## src/sv/ubc_pkg.sv

```systemverilog
package ubc_pkg;

  // register indexes, at byte address 4*index
  localparam int unsigned RegCyclesPerBit = 0;
  localparam int unsigned RegStartTimeout = 1;
  localparam int unsigned RegCaptureWindow = 2;

  // register reset values
  localparam logic [15:0] CyclesPerBitRst = 16'd416;
  localparam logic [31:0] StartTimeoutRst = 32'd16640;
  localparam logic [31:0] CaptureWindowRst = 32'd144000000;

  // receiver phase
  typedef enum logic [3:0] {
    PH_WAIT = 4'b0001,
    PH_DATA = 4'b0010,
    PH_STOP = 4'b0100,
    PH_DONE = 4'b1000
  } phase_t;

  // configuration seen by the receiver
  typedef struct packed {
    logic [15:0] cycles_per_bit;
    logic [31:0] start_timeout;
    logic [31:0] capture_window;
  } cfg_t;

  // one result beat
  typedef struct packed {
    logic       byte_valid;
    logic [7:0] byte_value;
    logic [7:0] byte_index;
    logic       capture_done;
    logic [8:0] bytes_captured;
  } res_t;

endpackage

```

## src/sv/ubc_core.sv

```systemverilog
module ubc_core
  import ubc_pkg::*;
#(
  parameter int unsigned CAPACITY = 256
) (
  input  logic clk,
  input  logic rst_n,
  input  logic take,
  input  logic level,
  input  cfg_t cfg,
  output logic push,
  output res_t res
);

  localparam int unsigned CW = $clog2(CAPACITY + 1);

  phase_t      phase_r, phase_nxt;
  logic [16:0] bit_timer_r, bit_timer_nxt;
  logic [31:0] idle_r, idle_nxt;
  logic [31:0] window_r, window_nxt;
  logic [2:0]  bit_num_r, bit_num_nxt;
  logic [7:0]  shift_r, shift_nxt;
  logic [CW-1:0] count_r, count_nxt;

  logic [31:0] window_inc;
  logic [31:0] idle_inc;
  logic [16:0] timer_inc;
  logic [16:0] target;
  logic [31:0] count_ext;
  logic [31:0] count_nxt_ext;
  logic        win_expired;

  // saturating window and idle counters, bit timer step and bit target
  assign window_inc = (window_r != '1) ? window_r + 32'd1 : window_r;
  assign idle_inc = (idle_r != '1) ? idle_r + 32'd1 : idle_r;
  assign timer_inc = bit_timer_r + 17'd1;
  assign target = (bit_num_r == 3'd0)
                ? {1'b0, cfg.cycles_per_bit} + {2'b00, cfg.cycles_per_bit[15:1]}
                : {1'b0, cfg.cycles_per_bit};
  assign win_expired = window_inc >= cfg.capture_window;
  assign count_ext = 32'(count_r);
  assign count_nxt_ext = 32'(count_r) + 32'd1;

  // per-tick receiver step
  always_comb begin
    phase_nxt = phase_r;
    bit_timer_nxt = bit_timer_r;
    idle_nxt = idle_r;
    window_nxt = window_r;
    bit_num_nxt = bit_num_r;
    shift_nxt = shift_r;
    count_nxt = count_r;
    push = 1'b0;
    res = '0;
    if (take && phase_r != PH_DONE) begin
      window_nxt = window_inc;
      case (phase_r)
        PH_WAIT: begin
          if (!level) begin
            phase_nxt = PH_DATA;
            bit_timer_nxt = '0;
            bit_num_nxt = '0;
            shift_nxt = '0;
          end else if (idle_inc > cfg.start_timeout) begin
            idle_nxt = '0;
            if (win_expired || count_r >= CW'(CAPACITY)) begin
              phase_nxt = PH_DONE;
              push = 1'b1;
              res.capture_done = 1'b1;
              res.bytes_captured = count_ext[8:0];
            end
          end else begin
            idle_nxt = idle_inc;
          end
        end
        PH_DATA: begin
          if (timer_inc >= target) begin
            bit_timer_nxt = '0;
            shift_nxt = shift_r | (8'(level) << bit_num_r);
            bit_num_nxt = bit_num_r + 3'd1;
            if (bit_num_r == 3'd7) begin
              phase_nxt = PH_STOP;
            end
          end else begin
            bit_timer_nxt = timer_inc;
          end
        end
        PH_STOP: begin
          if (timer_inc >= {1'b0, cfg.cycles_per_bit}) begin
            bit_timer_nxt = '0;
            idle_nxt = '0;
            count_nxt = count_r + CW'(1);
            push = 1'b1;
            res.byte_valid = 1'b1;
            res.byte_value = shift_r;
            res.byte_index = count_ext[7:0];
            if (win_expired || count_nxt >= CW'(CAPACITY)) begin
              phase_nxt = PH_DONE;
              res.capture_done = 1'b1;
              res.bytes_captured = count_nxt_ext[8:0];
            end else begin
              phase_nxt = PH_WAIT;
            end
          end else begin
            bit_timer_nxt = timer_inc;
          end
        end
        default: begin
        end
      endcase
    end
  end

  // state registers
  always_ff @(posedge clk) begin
    if (!rst_n) begin
      phase_r <= PH_WAIT;
      bit_timer_r <= '0;
      idle_r <= '0;
      window_r <= '0;
      bit_num_r <= '0;
      shift_r <= '0;
      count_r <= '0;
    end else begin
      phase_r <= phase_nxt;
      bit_timer_r <= bit_timer_nxt;
      idle_r <= idle_nxt;
      window_r <= window_nxt;
      bit_num_r <= bit_num_nxt;
      shift_r <= shift_nxt;
      count_r <= count_nxt;
    end
  end

endmodule

```

## src/sv/uart_byte_capture.sv

```systemverilog
// 8N1 serial byte capture. Each input beat is one sample of the line, and one
// beat is taken per clock cycle while the input side does not stall. A beat
// is held in the input register, the receiver steps on it, and any result
// lands in the output register, or in its skid stage when that register holds
// a result that is not taken, and is offered from there. The input side
// stalls only when the output register and its skid stage both hold untaken
// results. Capture ends when the window expires or CAPACITY bytes are held;
// the block then flags done once and ignores samples until reset.
module uart_byte_capture
  import ubc_pkg::*;
#(
  parameter int unsigned CAPACITY = 256
) (
  input  logic        clk,
  input  logic        rst_n,
  input  logic        in_valid,
  output logic        in_ready,
  input  logic        in_line_level,
  output logic        out_valid,
  input  logic        out_ready,
  output logic        out_byte_valid,
  output logic [7:0]  out_byte_value,
  output logic [7:0]  out_byte_index,
  output logic        out_capture_done,
  output logic [8:0]  out_bytes_captured,
  input  logic        psel,
  input  logic        penable,
  input  logic        pwrite,
  input  logic [3:0]  paddr,
  input  logic [31:0] pwdata,
  output logic [31:0] prdata,
  output logic        pready
);

  cfg_t cfg_r;
  logic in_v_r;
  logic level_r;
  logic core_take;
  logic push;
  res_t res;
  res_t main_r;
  res_t skid_r;
  logic main_v_r;
  logic skid_v_r;
  logic pop;
  logic wr_en;

  // config registers
  assign pready = 1'b1;
  assign wr_en = psel & penable & pwrite;

  always_ff @(posedge clk) begin
    if (!rst_n) begin
      cfg_r.cycles_per_bit <= CyclesPerBitRst;
      cfg_r.start_timeout <= StartTimeoutRst;
      cfg_r.capture_window <= CaptureWindowRst;
    end else if (wr_en) begin
      case (32'(paddr[3:2]))
        RegCyclesPerBit:  cfg_r.cycles_per_bit <= pwdata[15:0];
        RegStartTimeout:  cfg_r.start_timeout <= pwdata;
        RegCaptureWindow: cfg_r.capture_window <= pwdata;
        default: begin
        end
      endcase
    end
  end

  always_comb begin
    case (32'(paddr[3:2]))
      RegCyclesPerBit:  prdata = {16'd0, cfg_r.cycles_per_bit};
      RegStartTimeout:  prdata = cfg_r.start_timeout;
      RegCaptureWindow: prdata = cfg_r.capture_window;
      default:          prdata = '0;
    endcase
  end

  // input register
  assign core_take = in_v_r & ~skid_v_r;
  assign in_ready = ~in_v_r | core_take;

  always_ff @(posedge clk) begin
    if (!rst_n) begin
      in_v_r <= 1'b0;
    end else begin
      in_v_r <= (in_valid & in_ready) | (in_v_r & ~core_take);
    end
  end

  always_ff @(posedge clk) begin
    if (in_valid && in_ready) begin
      level_r <= in_line_level;
    end
  end

  // receiver
  ubc_core #(
    .CAPACITY(CAPACITY)
  ) u_core (
    .clk   (clk),
    .rst_n (rst_n),
    .take  (core_take),
    .level (level_r),
    .cfg   (cfg_r),
    .push  (push),
    .res   (res)
  );

  // output register with skid stage
  assign pop = main_v_r & out_ready;

  always_ff @(posedge clk) begin
    if (!rst_n) begin
      main_v_r <= 1'b0;
      skid_v_r <= 1'b0;
    end else if (skid_v_r) begin
      if (pop) begin
        skid_v_r <= 1'b0;
      end
    end else if (push) begin
      if (main_v_r && !pop) begin
        skid_v_r <= 1'b1;
      end else begin
        main_v_r <= 1'b1;
      end
    end else if (pop) begin
      main_v_r <= 1'b0;
    end
  end

  always_ff @(posedge clk) begin
    if (skid_v_r) begin
      if (pop) begin
        main_r <= skid_r;
      end
    end else if (push) begin
      if (main_v_r && !pop) begin
        skid_r <= res;
      end else begin
        main_r <= res;
      end
    end
  end

  // result beat
  assign out_valid = main_v_r;
  assign out_byte_valid = main_r.byte_valid;
  assign out_byte_value = main_r.byte_value;
  assign out_byte_index = main_r.byte_index;
  assign out_capture_done = main_r.capture_done;
  assign out_bytes_captured = main_r.bytes_captured;

endmodule
```

## config.mk

```make
export PLATFORM = sky130hd
export DESIGN_NAME = uart_byte_capture
export DESIGN_NICKNAME = d
export VERILOG_FILES = /design/src/sv/ubc_pkg.sv /design/src/sv/ubc_core.sv /design/src/sv/uart_byte_capture.sv
export SDC_FILE = /design/constraint.sdc
export NUM_CORES = 1
export LEC_CHECK = 0
export ABC_CLOCK_PERIOD_IN_PS = 9200
export BUFFER_PORTS_ARGS = -buffer_cell sky130_fd_sc_hd__buf_2
export CAP_MARGIN = 20
export CELL_PAD_IN_SITES_DETAIL_PLACEMENT = 0
export CELL_PAD_IN_SITES_GLOBAL_PLACEMENT = 1
export CORE_AREA = 4 4 187 189
export CTS_CLUSTER_SIZE = 24
export DETAILED_ROUTE_END_ITERATION = 12
export DIE_AREA = 0 0 191 193
export GPL_TIMING_DRIVEN = 1
export PLACE_DENSITY_LB_ADDON = 0.1
export REMOVE_ABC_BUFFERS = 1
export SLEW_MARGIN = 40
export SYNTH_ARGS = -nofsm -noshare
export SYNTH_HDL_FRONTEND = slang
export SYNTH_HIERARCHICAL = 1
export SYNTH_SLANG_ARGS = --single-unit
```

## constraint.sdc

```tcl
create_clock -name clk -period 9.2 [get_ports clk]
set_input_delay 0 -clock clk [delete_from_list [all_inputs] [get_ports clk]]
set_output_delay 0 -clock clk [all_outputs]
set_load 0.05 [all_outputs]
```

# After elaboration in Yosys (flattened, before gate mapping)
# Cells that the tools add are included.
# op_classes
shift	1
muxes	51
n_reduce_logical	24
magnitude_cmp	6
n_eq_ne	19
n_bitwise	12
n_addsub	7
# op_table
cell	count
$mux W27	6
$mux W32	5
$pmux W32 S3	1
$mux W17	5
$add A32 B1 Y32 const B	2
$ne A32 B32 Y1 const B	2
$pmux W32 S2	1
$pmux W17 S3	1
$mux W10	4
$ge A32 B32 Y1	1
$gt A32 B32 Y1	1
$mux W4	7
$pmux W10 S2	1
$add A9 B1 Y9 const B	2
$ge A9 B9 Y1 const B	2
$add A16 B15 Y17	1
$add A17 B1 Y17 const B	1
$ge A17 B16 Y1	1
$ge A17 B17 Y1	1
$mux W8	2
$pmux W8 S2	1
$reduce_and A3 Y1	5
$mux W1	12
$pmux W4 S3	1
other kinds (29)	54
# word_totals
out_inout_bits	62
reg_bits	243

# Logic depth before layout (Yosys ltp)
# depth
depth_word	12
ltp_mapped	22
mapped_depth_nobuf	20

# Cells and area by module
# The synthesis kept the hierarchy.
# modules_own_cells
module	cells_per_inst	seq_area_each_um2	area_each_um2	instances
ubc_core	1281	2102.0	9765.6	1
uart_byte_capture	496	3313.2	5704.2	1

# Worst setup path after synthesis
# OpenSTA, ideal clock, no wires.
# synth_path
path_type	register -> register
startpoint	register u_core.idle_r[3]
endpoint	register skid_r[0] (netlist bit), enable pin
stages_incl_launch_ff	20
arrival_ns	6.086
setup_time_ns	0.451
synth_period_minus_slack_ns	6.537
path_buffers	2
setup_slack_ns	2.663
cell_sequence	dfxtp_1 clkbuf_1 nand4_1 nor3_2 nand4_1 nand2b_1 clkbuf_1 nor3_2 nand4_1 xnor2_1 ha_1 nand4_1 or2_1 or4_4 o221a_2 nor4_4 nor2_1 nor2_1 nand2b_1 nor3b_1
# synth_via
elab_chain_len	8
# synth_rtl
element	line_no	rtl
start, declared	ubc_core.sv:19	logic [31:0] idle_r, idle_nxt;
start signal, assigned	ubc_core.sv:127	idle_r <= idle_nxt;
$add A32 B1 Y32 / $ne A32 B32 Y1 (equally long branches)	ubc_core.sv:35	assign idle_inc = (idle_r != '1) ? idle_r + 32'd1 : idle_r;
$mux W32 (*)	ubc_core.sv:35	
$gt A32 B32 Y1 (*)	ubc_core.sv:64	end else if (idle_inc > cfg.start_timeout) begin
$mux W1 (*)	ubc_core.sv:64	
$mux W1 (*)	ubc_core.sv:59	if (!level) begin
$pmux W1 S2 (*)	ubc_core.sv:57	case (phase_r)
$mux W1 (*)	ubc_core.sv:55	if (take && phase_r != PH_DONE) begin
net push	uart_byte_capture.sv:39	logic push;
$reduce_and A3 Y1 (no line) (*)	--	
end signal, assigned	uart_byte_capture.sv:137	skid_r <= res;
end, declared	uart_byte_capture.sv:42	res_t skid_r;
# The timed path passes the listed nets; every way through them passes the cells marked *.
# A chain may end at the register's enable or synchronous reset.

# Final worst setup path
# layout_path
startpoint	register u_core.window_r[8]
endpoint	register skid_r[23] (netlist bit), enable pin
# layout_via
elab_chain_len	10
# layout_rtl
element	line_no	rtl
start, declared	ubc_core.sv:20	logic [31:0] window_r, window_nxt;
start signal, assigned	ubc_core.sv:128	window_r <= window_nxt;
$add A32 B1 Y32 / $ne A32 B32 Y1 (equally long branches)	ubc_core.sv:34	assign window_inc = (window_r != '1) ? window_r + 32'd1 : window_r;
$mux W32 (*)	ubc_core.sv:34	
net u_core.window_inc[22]	ubc_core.sv:25	logic [31:0] window_inc;
$ge A32 B32 Y1 (*)	ubc_core.sv:40	assign win_expired = window_inc >= cfg.capture_window;
$logic_or A1 B1 Y1 (*)	ubc_core.sv:66	if (win_expired || count_r >= CW'(CAPACITY)) begin
$mux W1 (*)	ubc_core.sv:66	
$mux W1 (*)	ubc_core.sv:64	
$mux W1 (*)	ubc_core.sv:59	
$pmux W1 S2 (*)	ubc_core.sv:57	
$mux W1 (*)	ubc_core.sv:55	
net push	uart_byte_capture.sv:39	
$reduce_and A3 Y1 (no line) (*)	--	
# Marked as above.

==> results.ini <==
[final_layout]
final_nets=2033
num_antenna_cells=0
finish.utilization_pct=53.0
n_fill_cell=3171
drive_gt1_share_pct=12.0
syn2layout_area_growth_pct=14.1

[drt]
wl_per_cell_um=17.0
first_iter_violations=684
via_per_inst=5.48
vias=12817
firstDrtPassIters=5
routed_wl_um=39700
detail-route-antenna-nets=0
drc_errors=0

[worst_setup_path]
worstSetupStartpointType=flop
worstPathArrival_ns=6.40
required_ns=9.40
crit_type=flop to flop
slowest_stage=nor3_1
endpoint_kind=flop
cpPeakStageDelay_ns=0.65
worstPathCellList=nand4_1 -> nor3_1 -> nand3_1 -> nor3_1 -> nand2_1 -> xnor2_1 -> ha_1 -> nand4_1 -> nor4_1 -> o21ai_0 -> a31oi_1 -> o32ai_1 -> nor4_4 -> nor2_1 -> nor2_1 -> nand2b_1 -> nor3b_2 -> buf_4
crit_buf_inv=1
cp_max_fo=27
cp_top_family=simple AND/OR/NAND/NOR gates

[clock_network]
clock-root-buffer=clkbuf_16
cts.clk_slew.worst_paths_ns=0.06
clock_path_buffers=3
htree_levels=1
postCtsSetupBuffers=0
clock_latency_ns=0.56
cts_sinks=243
tritoncts=yes
cts_buffers=30

[yosys]
yosysUniqueCellTypes=76
synth_seq_cells=243
ys.warnings.count=6
synth.yosys.seq_area_share_pct=35.0
syn_area_um2=15500
synth_edf_count=55
avgSynthCellArea_um2=8.71
ys.flop_type=dfxtp_1
yosysTopAreaCellShare_pct=24.3
ys_async_sr_fraction_pct=0
post-synth-top-area-cell=dfxtp_1
synthCells=1777
synthTopCellsByArea=dfxtp_1, edfxtp_1, ha_1

[global_routing]
grt_util_all_layers_pct=21.4
gr-total-overflow=0
grt_pass1_wl_um=65100
grt_pass1_vias=12568
antenna_found_initial=0
grt_max_degree=62

[timing]
fin_crit_ns=6.19
finClkSkew_ns=0.0283
rsz0062_at_grt=false
maxSlewHeadroom_pct=45.4
clock.fmax_mhz=161
post-route-period-util_pct=67.3
maxSlewViolCount=0
hold_viol=0
worst_pin_slew_ns=0.819
setup_viol=0
fin_setup_tns_ns=0

[floorplanning]
die_y_um=193
start_util_pct=46.5
dieArea_um2=36900
row_count=67
core_um2=33300
io_pins=106
die_w_um=191

[place]
gp_congestion=0.835
io_buffer_count=102
dp_hpwl_um=28500

[status]
outcome=completed

[job]
cap_violations=0

[worst_hold_path]
hp-class=input port to flop

[power]
power.leakage_nw=7.40
p_per_area_nw_per_um2=141
ir_drop_mv=0.131
total_power_mw=2.49

==> where the power goes <==
group | switching [mW] | leakage, nW | internal, mW
clock network | 0.473 | 0.509 | 0.744
registers | 0.00950 | 1.99 | 1.09
logic | 0.108 | 4.90 | 0.0598
total | 0.591 | 7.40 | 1.90
==> logic make-up after synthesis <==
kind of cell    synth area share [%]
xor+xnor                        6.57
mux                             8.26
flops                           35.0
fa+ha+maj                       9.92
compound gates                  13.2
simple gates                    21.1
other cells                   0.0242
buf+inv                         5.95
==> sequential cells by signal, indices dropped and copies added (netlist names), 9 cells and up <==
signal,count
u_core/window_r,32
u_core/idle_r,32
cfg_r,80
u_core/bit_timer_r,17
u_core/count_r,9
skid_r,27
out_bytes_captured,9
==> cells in the final DEF, fill, tap and decap left out, types with 13 or more instances in the layout <==
| cell type | netlist | final |
|---|---|---|
| nand2_1 | 218 | 217 |
| dfxtp_1 | 188 | 188 |
| ha_1 | 121 | 121 |
| nor2_1 | 111 | 111 |
| inv_1 | 111 | 110 |
| buf_2 | 22 | 101 |
| mux2i_1 | 95 | 95 |
| a21oi_1 | 82 | 82 |
| xnor2_1 | 72 | 72 |
| nand3_1 | 70 | 70 |
| o21ai_0 | 63 | 63 |
| edfxtp_1 | 55 | 55 |
| xor2_1 | 44 | 44 |
| dlygate4sd3_1 | 0 | 43 |
| nand4_1 | 42 | 42 |
| and3_1 | 36 | 36 |
| nor3_1 | 35 | 34 |
| clkbuf_16 | 0 | 30 |
| mux2_2 | 29 | 29 |
| and2_1 | 24 | 24 |
| nor4_1 | 23 | 23 |
| a21o_1 | 22 | 22 |
| or3_1 | 21 | 21 |
| a22o_1 | 17 | 17 |
| o2bb2ai_1 | 17 | 17 |
| nor2b_1 | 17 | 16 |
| buf_4 | 5 | 14 |
| a211oi_1 | 13 | 13 |
==> cell usage after synthesis, types with 44 or more instances <==
cell,count
ha_1,121
xnor2_1,72
clkbuf_1,60
nor2_1,111
edfxtp_1,55
dfxtp_1,188
nand3_1,70
o21ai_0,63
xor2_1,44
a21oi_1,82
nand2_1,218
inv_1,111
mux2i_1,95
==> worst register-to-register path, cell delays in order (launching register included) <==
cell,delay [ns]
dfxtp_1,0.46
nand4_1,0.23
nor3_1,0.60
nand3_1,0.35
nor3_1,0.65
nand2_1,0.14
xnor2_1,0.17
ha_1,0.30
nand4_1,0.18
nor4_1,0.48
o21ai_0,0.18
a31oi_1,0.34
o32ai_1,0.25
nor4_4,0.62
nor2_1,0.08
nor2_1,0.14
nand2b_1,0.13
nor3b_2,0.17
buf_4,0.36
==> metal layers <==
| metal | global-route usage [%] | routed length (µm) | vias to the layer above |
|---|---|---|---|
| li1 | - | - | 6492 |
| met1 | 29.7 | 19000 | 6079 |
| met2 | 36.3 | 18500 | 198 |
| met3 | 2.32 | 1400 | 48 |
| met4 | 4.50 | 790 | 0 |
| met5 | 0 | 0 | - |
==> final cells by class <==
type / instances / area (µm²) / share of cell area (%)
clock buffers: 38 / 821 / 4.65
clock inverters: 18 / 214 / 1.21
inverters: 111 / 417 / 2.36
multi-input cells: 1322 / 9170 / 52.0
flip-flops and latches: 243 / 5420 / 30.7
well taps: 448 / 561 / 3.18
repair buffers: 159 / 1050 / 5.96
==> path summary, 6_finish.rpt <==
| check | slack, ns | end | from | depth (start not counted) |
|---|---|---|---|---|
| setup / recovery | 3.01 | skid_r[23]$_DFFE_PP_ | u_core/window_r[8]$_SDFFE_PN0P_ | 18 |
| hold / removal | 0.08 | cfg_r[69]$_SDFFE_PN1P_ | paddr[3] | 3 |
| setup reg to reg | 3.01 | skid_r[23]$_DFFE_PP_ | u_core/window_r[8]$_SDFFE_PN0P_ | 18 |
| hold reg to reg | 0.46 | u_core/bit_timer_r[16]$_SDFFE_PN0P_ | u_core/bit_timer_r[16]$_SDFFE_PN0P_ | 2 |
==> timing repair <==
action                                 4_1_cts  5_1_grt
hold buffers                                43        0
endpoints found under the hold margin       86        0
resized for setup                            0        0
==> per-stage QoR <==
stage | hold WS [ns] | cells | cell area, µm² | worst slack, ns
finish | 0.0786 | 2339 | 17600 | 3.01
global route | 0.106 | 2339 | 17600 | 2.35
CTS | 0.0359 | 2338 | 17600 | 2.85
detailed placement | 0.179 | 2239 | 16200 | 2.97
global placement | 0.181 | 2239 | 16200 | 2.98
floorplan | 0.0889 | 1676 | 15000 | 2.78
Note: power is estimated with default switching activity, not from simulation.
